--- src/design/prfpb_pkg.sv ---
// prfpb_pkg: shared constants and bundle types for the pair rest-frame position boost
// used by prfpb_isqrt, prfpb_muldiv and pair_rest_frame_position_boost
// depends on nothing
package prfpb_pkg;

  localparam int unsigned SQ_LAT    = 31;
  localparam int unsigned DIV_STEPS = 63;
  localparam int unsigned MD_LAT    = DIV_STEPS + 4;

  localparam logic [62:0] MAG_LIMIT = 63'h3FFF_FFFF_FFFF_FFFF;

  typedef struct packed {
    logic signed [31:0] px;
    logic signed [31:0] py;
    logic signed [31:0] pz;
    logic [30:0]        e;
    logic signed [63:0] x;
    logic signed [63:0] y;
    logic signed [63:0] z;
  } kin_t;

  typedef struct packed {
    logic v;
    logic inv;
    kin_t kin;
  } ka_t;

  typedef struct packed {
    logic               v;
    logic               inv;
    logic signed [31:0] px;
    logic signed [31:0] py;
    logic signed [31:0] pz;
    logic [30:0]        e;
    logic [30:0]        pt;
    logic [30:0]        mt;
  } kb_t;

  typedef struct packed {
    logic signed [63:0] yy;
    logic signed [63:0] yx;
    logic signed [63:0] ze;
    logic signed [63:0] zz;
  } terms_t;

endpackage

--- src/design/prfpb_isqrt.sv ---
// prfpb_isqrt: pipelined floor square root, one root bit per stage
// depends on prfpb_pkg
module prfpb_isqrt (
  input  logic        clk_i,
  input  logic [61:0] rad_i,
  output logic [30:0] root_o
);
  import prfpb_pkg::*;

  logic [61:0] v_q [SQ_LAT];
  logic [32:0] r_q [SQ_LAT];
  logic [30:0] q_q [SQ_LAT];
  logic [61:0] v_d [SQ_LAT];
  logic [32:0] r_d [SQ_LAT];
  logic [30:0] q_d [SQ_LAT];

  always_comb begin
    logic [61:0] vi;
    logic [32:0] ri;
    logic [30:0] qi;
    logic [34:0] rn;
    logic [34:0] t;
    for (int j = 0; j < SQ_LAT; j++) begin
      if (j == 0) begin
        vi = rad_i;
        ri = '0;
        qi = '0;
      end else begin
        vi = v_q[j-1];
        ri = r_q[j-1];
        qi = q_q[j-1];
      end
      rn = {ri, vi[61:60]};
      t  = {2'b00, qi, 2'b01};
      v_d[j] = {vi[59:0], 2'b00};
      if (rn >= t) begin
        r_d[j] = 33'(rn - t);
        q_d[j] = {qi[29:0], 1'b1};
      end else begin
        r_d[j] = rn[32:0];
        q_d[j] = {qi[29:0], 1'b0};
      end
    end
  end

  always_ff @(posedge clk_i) begin
    for (int j = 0; j < SQ_LAT; j++) begin
      v_q[j] <= v_d[j];
      r_q[j] <= r_d[j];
      q_q[j] <= q_d[j];
    end
  end

  assign root_o = q_q[SQ_LAT-1];

endmodule

--- config.mk ---
export PLATFORM = sky130hd
export DESIGN_NAME = prfpb_isqrt
export DESIGN_NICKNAME = d
export VERILOG_FILES = /design/src/design/prfpb_pkg.sv /design/src/design/prfpb_isqrt.sv
export SDC_FILE = /design/constraint.sdc
export NUM_CORES = 2
export LEC_CHECK = 0
export BUFFER_PORTS_ARGS = -buffer_cell sky130_fd_sc_hd__buf_2
export CAP_MARGIN = 10
export CORE_MARGIN = 3
export CORE_UTILIZATION = 62
export CTS_CLUSTER_DIAMETER = 120
export DETAILED_ROUTE_END_ITERATION = 7
export PLACE_DENSITY_LB_ADDON = 0.3
export SYNTH_ARGS = -nofsm -noshare
export SYNTH_HDL_FRONTEND = slang
export SYNTH_SLANG_ARGS = --single-unit
export TNS_END_PERCENT = 10
--- constraint.sdc ---
create_clock -name clk_i -period 9.1 [get_ports clk_i]
set_input_delay 0.91 -clock clk_i [delete_from_list [all_inputs] [get_ports clk_i]]
set_output_delay 0.91 -clock clk_i [all_outputs]
set_load 0.01 [all_outputs]
; Word level (Yosys, flattened, before mapping)
; Memories as Yosys holds them, arrays and structs flattened.
; Index checks and enable logic that the tools add are counted.
[op_classes]
n_addsub = 31
magnitude_cmp = 31
n_mux = 62
[ops]
columns = operator, count
row1 = 35-bit by 33-bit >= comparator with 1-bit output, 30
row2 = 33-bit two-way mux, 31
row3 = 33-bit subtractor, 30
row4 = 1-bit two-way mux, 31
row5 = 2-bit by 1-bit subtractor with 3-bit output (second input constant), 1
row6 = 2-bit by 1-bit >= comparator with 1-bit output (second input constant), 1
[word_totals]
reg_bits = 0
mem_bits_rw = 3844
out_inout_bits = 31
memories = 3
[memory_table]
columns = memory, depth, width, rd, rd_ports_with_merged_regs, wr, line_no
row1 = v_q, 31, 60, 30, 0, 31, prfpb_isqrt.sv:10  ; logic [61:0] v_q [SQ_LAT];
row2 = r_q, 31, 33, 30, 0, 31, prfpb_isqrt.sv:11  ; logic [32:0] r_q [SQ_LAT];
row3 = q_q, 31, 31, 31, 0, 31, prfpb_isqrt.sv:12  ; logic [30:0] q_q [SQ_LAT];

; Longest topological paths before layout
; An unclocked memory read counts as a cell.
[depth]
word_depth = 3
depth_mapped = 16

; Least setup slack after synthesis
; No wires, ideal clock.
[synth_timing]
kind = flip-flop to flip-flop
start = mem q_q[17][0] (netlist: q_q[1][31])
end = mem r_q[18][17] (netlist: r_q[1][83])
setup_ns = 0.121
arrival_time_ns = 3.300
required_time_ns = 8.979
path_slack_ns = 5.679
stages_incl_launch_ff = 13
synth_period_minus_slack_ns = 3.421
path_cell_list = dfxtp_1 -> inv_1 -> ha_1 -> o21a_1 -> nor4_1 -> o41ai_1 -> o41ai_1 -> o31ai_1 -> a221oi_1 -> o21ai_0 -> clkbuf_1 -> clkbuf_1 -> mux2_2
[synth_lines]
columns = element, line_no
row1 = start: declaration, prfpb_isqrt.sv:12
row2 = end: declaration, prfpb_isqrt.sv:11

==> impl_metrics.env <==
export IMPL_hpwl_um=138000
export IMPL_most_common_layout_cells="2368 x dfxtp_1, 686 x inv_1, 604 x nand2_1"
export IMPL_avgRoutedWirePerCell_um=17.6
export IMPL_nFillCells=9968
export IMPL_cts_made_buffers=220
export IMPL_synth_cell_types=79
export IMPL_drc=0
export IMPL_status="finished clean"
export IMPL_clkSlewWorstSetupHoldPaths_ns=0.07
export IMPL_syn_inst=8535
export IMPL_die_area_mm2=0.144
export IMPL_multi_input_area_mm2=0.0359
export IMPL_ys_seq_area_share_pct=54.9
export IMPL_post_cts_buffers=0
export IMPL_crit_start="q_q[1][217]$_DFF_P_"
export IMPL_ctsResizeCount=0
export IMPL_slew_violations=0
export IMPL_top_level_ports=94
export IMPL_place_ws_ns=4.95
export IMPL_p_int_mw=19.7
export IMPL_overflow=0
export IMPL_grt_pass1_wl_um=302000
export IMPL_ant_nets=0
export IMPL_async_reset_ff_share_pct=0
export IMPL_rows=136
export IMPL_critPathLaunchType="flip-flop"
export IMPL_min_from="rad_i[0]"
export IMPL_p_switching_mw=7.68
export IMPL_crit_type="flip-flop to flip-flop"
export IMPL_antenna_found_initial=4
export IMPL_netSwitchingFraction_pct=28.1
export IMPL_syn_area_mm2=0.0864
export IMPL_portBuffers=93
export IMPL_powerDensity_mw_per_mm2=283
export IMPL_synth_top_cell_area_share_pct=54.9
export IMPL_cts_tree="yes"
export IMPL_worst_pin_slew_ns=1.16
export IMPL_period_share_pct=47.4
export IMPL_initial_core_util_pct=62.6
export IMPL_r2r_start="q_q[1][217]$_DFF_P_"
export IMPL_finish_utilization_pct=70.1
export IMPL_syn2layout_area_growth_pct=12.0
export IMPL_htreeDepth=4
export IMPL_fin_tns_setup_ns=0
export IMPL_cp_max_fo=30
export IMPL_netlist_top_cells_area="dfxtp_1 55%, ha_1 7.6%, xnor2_1 4.2%, xor2_1 3.5%, a21oi_1 3.1%"
export IMPL_r2r_slack_ns=4.79
export IMPL_vias=59500
export IMPL_seqCellArea_mm2=0.0474
export IMPL_grt_pass1_vias=59000
export IMPL_cts_max_path_buffers=3
export IMPL_first_pass_iters=7
export IMPL_synth_area_leader_cell="dfxtp_1"
export IMPL_die_w_um=379
export IMPL_hold_buffers=0
export IMPL_final_common_cell="dfxtp_1"
export IMPL_arrival_ns=5.00
export IMPL_max_freq_mhz=232
export IMPL_peakVddDrop_uv=239
export IMPL_p_leak_nw=45.6
export IMPL_syn_nets=9126
export IMPL_grt_setup_unrepaired="false"
export IMPL_period_minus_slack_ns=4.31
export IMPL_synth_edff_count=0
export IMPL_timing_final_ws_setup_ns=4.79
export IMPL_fin_nets=9298
export IMPL_yosysWarnings=0
export IMPL_track_usage_pct=25.9
export IMPL_hp_class="input pin to flip-flop"
export IMPL_gp_congestion=0.932
export IMPL_combinationalPowerShare_pct=15.5
export IMPL_coreArea_mm2=0.138
export IMPL_drv_cap=0
export IMPL_setup_viol=0
export IMPL_cts_root_buf="clkbuf_16"
export IMPL_syn_area_per_cell_um2=10.1
export IMPL_die_y_um=379
export IMPL_hold_viol_final=0
export IMPL_drive_above_1_share_pct=7.41
export IMPL_cts_sinks=2368
export IMPL_fin_worst_skew_ns=0.0592
export IMPL_timing_slew_headroom_pct=22.2
export IMPL_min_path_cells=1
export IMPL_synth_top_flop_cell="dfxtp_1"
export IMPL_whs_endpoint="v_q[0][0]$_DFF_P_"
export IMPL_worstSkewPairLatency_ns=0.84
export IMPL_timing_rr_end="r_q[1][271]$_DFF_P_"
export IMPL_endpoint_kind="flip-flop"
export IMPL_r2r_worst_path_cells=12
export IMPL_required_ns=9.79
export IMPL_drtIter0Drc=4257
export IMPL_synth_seq_cells=2368
export IMPL_p_seq_share_pct=49.1
export IMPL_viasPerCell=5.54
export IMPL_grt_max_degree=56
export IMPL_p_total_mw=27.3
export IMPL_p_clk_share_pct=35.4
export IMPL_wl_um=189000
## registers in the layout (all words and copies together), names as in the netlist
register,count
r_q,942
v_q,930
q_q,496
## routing by layer
metal / GRT usage [%] / vias up / share of wire, %
met5: 0 / - / 0
met4: 10.5 / 0 / 4.0
met3: 3.66 / 505 / 4.9
met2: 46.4 / 1713 / 50
met1: 31.3 / 27800 / 41
li1: - / 29500 / -
## power by group through the flow
stage	Clock [mW]	Combinational (mW)	Sequential (mW)
final	9.67	4.25	13.4
after global routing	10.3	4.73	13.6
after CTS	9.86	4.21	13.4
after detailed placement	0	4.14	13.6
after global placement	0	4.05	13.5
after floorplan	0	3.30	13.1
## cell families (layout without fill, tap and decap cells)
| family | Yosys count | count (layout) | share of synthesized area (%) |
|---|---|---|---|
| buf+inv | 850 | 1205 | 3.71 |
| fa+ha+maj | 528 | 528 | 7.64 |
| mux | 94 | 94 | 1.20 |
| xor+xnor | 763 | 763 | 7.73 |
| simple gates | 2223 | 2223 | 12.7 |
| compound gates | 1708 | 1708 | 12.2 |
| other cells | 1 | 2 | 0.00434 |
| flops | 2368 | 2368 | 54.9 |
## worst max-delay path by stage
stage | end | slack [ns] | depth (start not counted)
2_1_floorplan | r_q[1][83]$_DFF_P_ | 5.68 | 12
3_3_place_gp | r_q[1][271]$_DFF_P_ | 4.92 | 12
3_5_place_dp | r_q[1][271]$_DFF_P_ | 4.95 | 12
4_1_cts | r_q[1][271]$_DFF_P_ | 4.91 | 12
5_1_grt | r_q[1][261]$_DFF_P_ | 4.57 | 14
6_report | r_q[1][271]$_DFF_P_ | 4.79 | 12
## layout make-up
class	instances	area share, %
flip-flops and latches	2368	49.0
repair buffers	112	0.657
clock buffers	300	6.57
diodes	1	0.00259
clock inverters	105	1.61
multi-input cells	5317	37.1
inverters	688	2.67
well taps	1863	2.41
## critical path: stages (launching register included)
cell and delay [ns]:
dfxtp_1 0.42, inv_1 0.07, ha_1 0.35, o21a_1 0.14, o21a_1 0.20, o21ai_0 0.56
o21bai_1 0.17, a21oi_1 0.34, a311oi_1 0.19, nor2_1 0.57, inv_1 0.43, buf_4 0.36
mux2_2 0.33
## Yosys cell counts (all sizes together), types with 13 or more instances
cell type     n
or3          85
nand2       604
nor4        111
nand4        88
and3         47
mux2i        18
o31ai        67
o211ai       23
nand2b       91
nor2        512
and2         31
or2          46
nor3b        15
inv         688
a31oi        59
nor2b        92
nand3       147
a21o        217
a21boi       42
dfxtp      2368
buf          18
o21a        103
clkbuf      144
or4          63
xnor2       413
nand3b       23
o21ai       441
ha          528
a211oi       30
and4         13
nor3        219
xor2        350
mux2         76
o21bai       50
a21oi       529
a2111oi      14
## metrics by stage
step,area (µm²),cells,hold slack (ns)
finish,96800,10800,0.171
CTS,96700,10800,0.110
detailed placement,88800,10300,0.312
global route,96700,10800,0.120
floorplan,86400,8535,0.310
global placement,88800,10300,0.310
No activity file was read; power rests on OpenSTA's default activity.
