File: config.mk
export PLATFORM = sky130hd
export DESIGN_NAME = prfpb_delay
export DESIGN_NICKNAME = d
export VERILOG_FILES = /design/src/design/prfpb_delay.sv
export SDC_FILE = /design/constraint.sdc
export NUM_CORES = 1
export LEC_CHECK = 0
export ABC_AREA = 1
export BUFFER_PORTS_ARGS = -buffer_cell sky130_fd_sc_hd__buf_2
export CAP_MARGIN = 30
export CORE_AREA = 2 2 39 41
export CTS_CLUSTER_SIZE = 12
export DETAILED_ROUTE_END_ITERATION = 8
export DIE_AREA = 0 0 41 43
export HOLD_SLACK_MARGIN = 0.06
export SETUP_SLACK_MARGIN = 0.05
export SLEW_MARGIN = 20
export SYNTH_ARGS = -nofsm -noshare
export SYNTH_HDL_FRONTEND = slang
export SYNTH_SLANG_ARGS = --single-unit
File: constraint.sdc
create_clock -name clk_i -period 0.8 [get_ports clk_i]
set_input_delay 0.08 -clock clk_i [delete_from_list [all_inputs] [get_ports clk_i]]
set_output_delay 0.08 -clock clk_i [all_outputs]
set_load 0.005 [all_outputs]
File: src/design/prfpb_delay.sv
// prfpb_delay: fixed-depth shift register that keeps side data aligned with the math units
// standalone, no package
module prfpb_delay #(
  parameter int unsigned WIDTH = 8,
  parameter int unsigned DEPTH = 2
) (
  input  logic             clk_i,
  input  logic             rst_ni,
  input  logic [WIDTH-1:0] d_i,
  output logic [WIDTH-1:0] q_o
);

  logic [WIDTH-1:0] sh_q [DEPTH];

  always_ff @(posedge clk_i or negedge rst_ni) begin
    if (!rst_ni) begin
      for (int i = 0; i < DEPTH; i++) sh_q[i] <= '0;
    end else begin
      sh_q[0] <= d_i;
      for (int i = 1; i < DEPTH; i++) sh_q[i] <= sh_q[i-1];
    end
  end

  assign q_o = sh_q[DEPTH-1];

endmodule

# ---- Word-level counts from Yosys, hierarchy flattened
# Index checks and enable logic that the tools add are counted.
# Widths: inputs -> output; s select.
dict set report word_totals {
  register_bits 16
  in_bits 10
  output_inout_bits 8
  wordCells 2
}

# ---- Depth between registers and ports, before layout
# Gate-level depths: netlist of run 1.
dict set report depth {
  depth_word 0
  mapped_depth 1
  ltp_nobuf 0
}

# ---- Least setup slack after synthesis of run 1
# OpenSTA, ideal clock, no wires.
dict set report synth_path {
  kind {reg-to-output}
  startpoint {register sh_q (netlist bit q_o[0])}
  endpoint {output q_o[0]}
  arrival_time_ns 0.458
  required_time_ns 0.720
  slack_ns 0.262
  path_stages_with_launch 2
  path_buffers 1
  path_cell_list {dfrtp_1 -> buf_4}
}
# element line_no
set synth_lines {}
lappend synth_lines {{start: declaration} 13} ;# logic [WIDTH-1:0] sh_q [DEPTH];
lappend synth_lines {{end: declaration} 10} ;# output logic [WIDTH-1:0] q_o
# No word-level cell between the ends.

# ---- Final worst setup path of run 1
dict set report layout_path {
  startpoint {register sh_q (netlist bit q_o[2])}
  endpoint {output q_o[2]}
}
# No word-level cell between the ends.

==> results of run 1 <==
[repair_timing]
action,4_1_cts,5_1_grt
hold endpoints to repair,24,0
hold buffers,9,0
endpoints found under the setup margin,8,8
[state kept, by name (all words and copies together) (netlist names)]
signal,count
sh_q,8
q_o,8
[power groups by stage]
stage	combinational (uW)	sequential (uW)	clock, uW
after floorplan	32.0	872	0
after global placement	56.8	871	0
after detailed placement	58.4	874	0
after CTS	91.8	857	524
after global routing	102	861	572
final	89.1	857	502
[cells by family after synthesis]
logic type,Yosys count,synth area share (%)
DFF,16,87.0
buffers and inverters,8,13.0
[layer usage]
layer / track usage, % / vias up
met5: 0 / -
met4: 8.00 / 0
met3: 3.14 / 0
met2: 9.06 / 9
met1: 10.7 / 108
li1: - / 108
[worst paths after layout]
check                                   end                from  slack (ns)  cells past startpoint
min                        q_o[1]$_DFF_PN0_              rst_ni        0.22                      2
max                                  q_o[2]    q_o[2]$_DFF_PN0_       -0.04                      1
min reg2reg                q_o[3]$_DFF_PN0_  sh_q[11]$_DFF_PN0_        0.36                      0
max in group asynchronous  q_o[0]$_DFF_PN0_              rst_ni        0.33                      2
min in group clk_i         q_o[3]$_DFF_PN0_  sh_q[11]$_DFF_PN0_        0.36                      0
max reg2reg                q_o[7]$_DFF_PN0_  sh_q[15]$_DFF_PN0_        0.31                      0
[layout make-up]
cell class / instances / share of cell area (%)
Sequential cell: 16 / 63.4
Timing Repair Buffer: 26 / 27.7
Clock buffer: 4 / 5.74
Tap cell: 16 / 3.17
[placed cells by master, fill, tap and decap left out]
cell type      count
clkbuf_8           1
dlygate4sd3_1      9
buf_2             17
clkbuf_4           3
dfrtp_1           16
[stage by stage]
step | util (%) | area (sq um)
final | 45.7 | 632
after global routing | 45.7 | 632
after CTS | 45.7 | 632
after detailed placement | 36.5 | 505
after global placement | 36.5 | 505
after floorplan | - | 460
==> load_flow_metrics.sql, run 1 <==
INSERT INTO impl_metrics (metric_group, metric, value, unit) VALUES
('sta', 'timing.final.ws_setup', '-0.0391', 'ns'),
('synth', 'syn_nets', '34', ''),
('run_status', 'outcome', 'complete, but fails checks', ''),
('power', 'sw_frac_of_total', '18.4', '%'),
('layout', 'layout-drive-gt1-share', '45.7', '%'),
('synth', 'number_of_distinct_library_cells_after_synthesis', '2', ''),
('die', 'vert_die_dim', '43', 'microns'),
('die', 'floorplan.io_pins', '18', ''),
('global_routing', 'gr-total-overflow', '0', ''),
('critical_path', 'crit_family', 'flip-flops', ''),
('power', 'internal-power', '1180', 'uW'),
('sta', 'final-setup-viol-count', '8', ''),
('global_routing', 'grt_first_pass_wirelength', '876', 'microns'),
('critical_path', 'critPathMaxFanout', '1', ''),
('clocking', 'clk_path_buf_depth', '2', ''),
('die', 'initial_core_util', '33.3', '%'),
('power', 'irDropWorstVdd', '0.870', 'mV'),
('power', 'switchingPower', '266', 'uW'),
('power', 'power.density', '2290', 'mW/mm^2'),
('synth', 'synth-edff-count', '0', ''),
('critical_path', 'critPathRequiredTime', '0.72', 'ns'),
('job', 'timing.max_cap.violations', '0', ''),
('sta', 'max-slew-margin-rel', '78.3', '%'),
('sta', 'fmax', '1190', 'MHz'),
('critical_path', 'endpoint_arrival_time_on_the_critical_path', '0.76', 'ns'),
('worst_hold_path', 'hold_class', 'in -> async', ''),
('critical_path', 'master_of_the_slowest_instance_on_the_critical_path', 'dfrtp_1', ''),
('power', 'power_frac_comb', '6.2', '%'),
('clocking', 'cts.htree.levels', '1', ''),
('clocking', 'tritoncts.num_buffers', '3', ''),
('global_routing', 'grt_max_degree', '17', ''),
('synth', 'yosys-top-cells-count', '16 x dfrtp_1, 8 x buf_4', ''),
('die', 'total_die_area', '0.00176', 'sq mm'),
('sta', 'final.min_clock_period', '0.839', 'ns'),
('route', 'highest_layer', 'met3', ''),
('layout', 'finish.cell_count_without_fillers', '62', ''),
('critical_path', 'endpoint_kind', 'output pin', ''),
('power', 'power', '1450', 'uW'),
('layout', 'regArea', '400', 'sq um'),
('global_routing', 'first_global_vias', '206', ''),
('route', 'vias_per_cell', '3.63', ''),
('run_status', 'failed_checks', 'negative setup slack', ''),
('place', 'gp_congestion', '0.552', ''),
('synth', 'yosys_most_used_dff', 'dfrtp_1', ''),
('route', 'wl_met3', '39', 'microns'),
('critical_path', 'setup.worst_path.start_class', 'flop', ''),
('route', 'drt_wl_total', '514', 'microns'),
('power', 'pwr-share-seq', '59.2', '%'),
('die', 'design.core.area', '0.00138', 'sq mm'),
('clocking', 'clk_pin_slew_worst_setup_hold_paths', '0.09', 'ns'),
('place', 'place_inst', '49', ''),
('route', 'num_vias', '225', ''),
('synth', 'syn_area_per_cell', '19.2', 'sq um'),
('synth', 'netlist_area', '460', 'sq um'),
('clocking', 'clk-insertion-delay-late', '0.28', 'ns'),
('clocking', 'cts_sinks', '16', ''),
('synth', 'synth_top_area_share', '87.0', '%'),
('synth', 'synth_seq_area_share', '87.0', '%'),
('sta', 'finalCritPeriodShare', '105', '%'),
('sta', 'hold_slack', '0.217', 'ns'),
('synth', 'synth_most_common_cell', 'dfrtp_1', ''),
('sta', 'final.setup.tns', '-0.249', 'ns'),
('critical_path', 'cpPeakStageDelay', '0.36', 'ns'),
('global_routing', 'global_route.usage.total', '7.97', '%'),
('sta', 'transition_time_at_the_pin_with_the_least_slew_margin', '0.325', 'ns'),
('die', 'floorplan.die.width', '41', 'microns'),
('synth', 'ys_ff_latch', '16', ''),
('route', 'wl_per_cell', '8.29', 'microns'),
('clocking', 'cts_setup_buffers', '0', ''),
('layout', 'flow.area_growth_from_synthesis', '37.2', '%'),
('route', 'route.antenna.remaining_nets', '0', '');
(Power assumes the default switching activity.)
==> inputs of run 2 (changes only) <==
--- a/config.mk
+++ b/config.mk
@@ -8,12 +8,14 @@
 export ABC_AREA = 1
 export BUFFER_PORTS_ARGS = -buffer_cell sky130_fd_sc_hd__buf_2
 export CAP_MARGIN = 30
-export CORE_AREA = 2 2 39 41
+export CORE_AREA = 10 10 47 49
+export CTS_CLUSTER_DIAMETER = 200
 export CTS_CLUSTER_SIZE = 12
 export DETAILED_ROUTE_END_ITERATION = 8
-export DIE_AREA = 0 0 41 43
+export DIE_AREA = 0 0 57 59
 export HOLD_SLACK_MARGIN = 0.06
 export SETUP_SLACK_MARGIN = 0.05
+export SKIP_LAST_GASP = 1
 export SLEW_MARGIN = 20
 export SYNTH_ARGS = -nofsm -noshare
 export SYNTH_HDL_FRONTEND = slang
==> load_flow_metrics.sql, run 2 (synthesized netlist as in run 1, its figures left out) <==
INSERT INTO impl_metrics (metric_group, metric, value, unit) VALUES
('run_status', 'outcome', 'complete, but fails checks', ''),
('run_status', 'failed_checks', 'negative setup slack', ''),
('worst_hold_path', 'hold_class', 'in -> async', ''),
('power', 'irDropWorstVdd', '0.874', 'mV'),
('die', 'fp-row-count', '14', ''),
('sta', 'unrepaired_setup_endpoints_after_global_routing', 'yes', ''),
('layout', 'flow.area_growth_from_synthesis', '34.2', '%'),
('global_routing', 'grt_first_pass_wirelength', '1060', 'microns'),
('critical_path', 'critPathRequiredTime', '0.72', 'ns'),
('clocking', 'clk_root_buffer_cell', 'clkbuf_4', ''),
('layout', 'design_area', '618', 'sq um'),
('sta', 'final.min_clock_period', '0.849', 'ns'),
('place', 'area_after_detailed_placement', '505', 'sq um'),
('critical_path', 'setup.worst_path.start_class', 'flop', ''),
('die', 'floorplan.die.width', '57', 'microns'),
('die', 'floorplan.io_pins', '18', ''),
('global_routing', 'grt_max_degree', '17', ''),
('sta', 'fin_worst_skew', '0.00154', 'ns'),
('die', 'total_die_area', '0.00336', 'sq mm'),
('sta', 'max-slew-margin-rel', '78.5', '%'),
('die', 'initial_core_util', '32.9', '%'),
('route', 'vias_per_cell', '3.48', ''),
('critical_path', 'endpoint_kind', 'output pin', ''),
('layout', 'layout-drive-gt1-share', '44.4', '%'),
('clocking', 'clk_pin_slew_worst_setup_hold_paths', '0.08', 'ns'),
('power', 'power.density', '2170', 'mW/mm^2'),
('place', 'gp_congestion', '0.573', ''),
('clocking', 'cts_setup_buffers', '0', ''),
('sta', 'timing.final.ws_setup', '-0.0492', 'ns'),
('power', 'leakage_power_total', '0.000305', 'uW'),
('clocking', 'tritoncts_clock_tree', 'built', ''),
('clocking', 'cts.htree.levels', '1', ''),
('critical_path', 'master_of_the_slowest_instance_on_the_critical_path', 'dfrtp_1', ''),
('sta', 'final-setup-viol-count', '8', ''),
('critical_path', 'endpoint_arrival_time_on_the_critical_path', '0.77', 'ns'),
('layout', 'nets', '57', ''),
('sta', 'report.final.slew_viol_count', '0', ''),
('clocking', 'clk-insertion-delay-late', '0.28', 'ns'),
('layout', 'leading_cell_type_in_the_layout_fill_and_taps_excluded', 'buf_2', ''),
('critical_path', 'timing.rr.end', 'q_o[4]$_DFF_PN0_', ''),
('layout', 'multi_input_gates', '0', ''),
('route', 'route.antenna.remaining_nets', '0', ''),
('clocking', 'post_cts_resized', '0', ''),
('critical_path', 'timing.setup.critical_path_class', 'reg -> out', ''),
('route', 'drt_wl_total', '668', 'microns'),
('job', 'timing.max_cap.violations', '0', ''),
('place', 'post-place-ws', '0.254', 'ns'),
('power', 'power', '1340', 'uW'),
('critical_path', 'timing.reg2reg.worst_path_depth', '0', ''),
('global_routing', 'initial_antenna_violation_count', '0', ''),
('clocking', 'tritoncts.num_buffers', '3', ''),
('global_routing', 'gr-total-overflow', '0', ''),
('clocking', 'cts_sinks', '16', ''),
('route', 'drt_drc_violations_left', '0', ''),
('critical_path', 'path_cells', 'buf_2', ''),
('die', 'vert_die_dim', '59', 'microns'),
('route', 'wl_per_cell', '11.0', 'microns'),
('critical_path', 'cpPeakStageDelay', '0.37', 'ns'),
('sta', 'fmax', '1180', 'MHz'),
('route', 'number_of_drc_markers_in_iteration_0', '3', ''),
('place', 'place.port_buffers', '17', ''),
('critical_path', 'crit_family', 'flip-flops', ''),
('critical_path', 'setup.reg_to_reg.worst_slack', '0.33', 'ns'),
('global_routing', 'first_global_vias', '235', ''),
('sta', 'transition_time_at_the_pin_with_the_least_slew_margin', '0.322', 'ns'),
('layout', 'num_antenna_cells', '0', ''),
('critical_path', 'critPathMaxFanout', '1', ''),
('route', 'drt_first_pass_iters', '2', ''),
('layout', 'mostFrequentLayoutCells', '17 x buf_2, 16 x dfrtp_1, 9 x dlygate4sd3_1, 3 x clkbuf_4', ''),
('clocking', 'clk_path_buf_depth', '2', ''),
('route', 'num_vias', '212', ''),
('global_routing', 'global_route.usage.total', '4.34', '%'),
('critical_path', 'path_buf_inv', '1', ''),
('die', 'design.core.area', '0.00140', 'sq mm'),
('layout', 'area_occupied_by_multi_input_gates', '0', 'sq um'),
('sta', 'finalHoldViolCount', '0', ''),
('sta', 'finalCritPeriodShare', '106', '%'),
('critical_path', 'worst_flop_to_flop_path_startpoint', 'sh_q[12]$_DFF_PN0_', '');
## run 2: cell count changes in the layout (fill, tap and decap cells not counted), sizes merged
cell | before | now
clkbuf | 4 | 3
## run 2: per-stage QoR
| stage | hold slack, ns | util [%] | cells | TNS, ns |
|---|---|---|---|---|
| after floorplan | -0.216 | - | 24 | 0 |
| after global placement | -0.0163 | 36.1 | 49 | 0 |
| after detailed placement | -0.00725 | 36.1 | 49 | 0 |
| after CTS | 0.234 | 44.1 | 61 | -0.412 |
| after global routing | 0.246 | 44.1 | 61 | -0.606 |
| final | 0.230 | 44.1 | 61 | -0.303 |
## run 2: layout make-up
type                  instances  area (sq um)
Fill cell                   137           783
Sequential cell              16           400
Tap cell                     16          20.0
Clock buffer                  3          22.5
Timing Repair Buffer         26           175
## run 2: report_power, final
part           leakage [uW]  switching (uW)  internal [uW]  total, uW
clock network     0.0000138             219            174        393
logic              0.000104            34.2           57.0       91.3
registers          0.000186            8.24            848        856
total              0.000305             261           1080       1340
## run 2: repair_timing
| item | 4_1_cts | 5_1_grt |
|---|---|---|
| pin swaps | 0 | 0 |
| hold buffers | 9 | 0 |
| endpoints found under the setup margin | 8 | 8 |
| endpoints found under the hold margin | 24 | 0 |
## run 2: worst max-delay path by stage
stage | start | end | slack (ns) | depth (start not counted)
2_1_floorplan | q_o[0]$_DFF_PN0_ | q_o[0] | 0.26 | 1
3_3_place_gp | q_o[2]$_DFF_PN0_ | q_o[2] | 0.26 | 1
3_5_place_dp | q_o[4]$_DFF_PN0_ | q_o[4] | 0.25 | 1
4_1_cts | q_o[4]$_DFF_PN0_ | q_o[4] | -0.06 | 1
5_1_grt | q_o[4]$_DFF_PN0_ | q_o[4] | -0.11 | 1
6_report | q_o[4]$_DFF_PN0_ | q_o[4] | -0.05 | 1
## run 2: layer usage
layer	global-route usage, %	wire length [microns]	share of wire [%]
met1	5.19	344	51
met2	4.65	261	39
met4	5.03	0	0
met3	2.58	62	9.3
met5	0	0	0
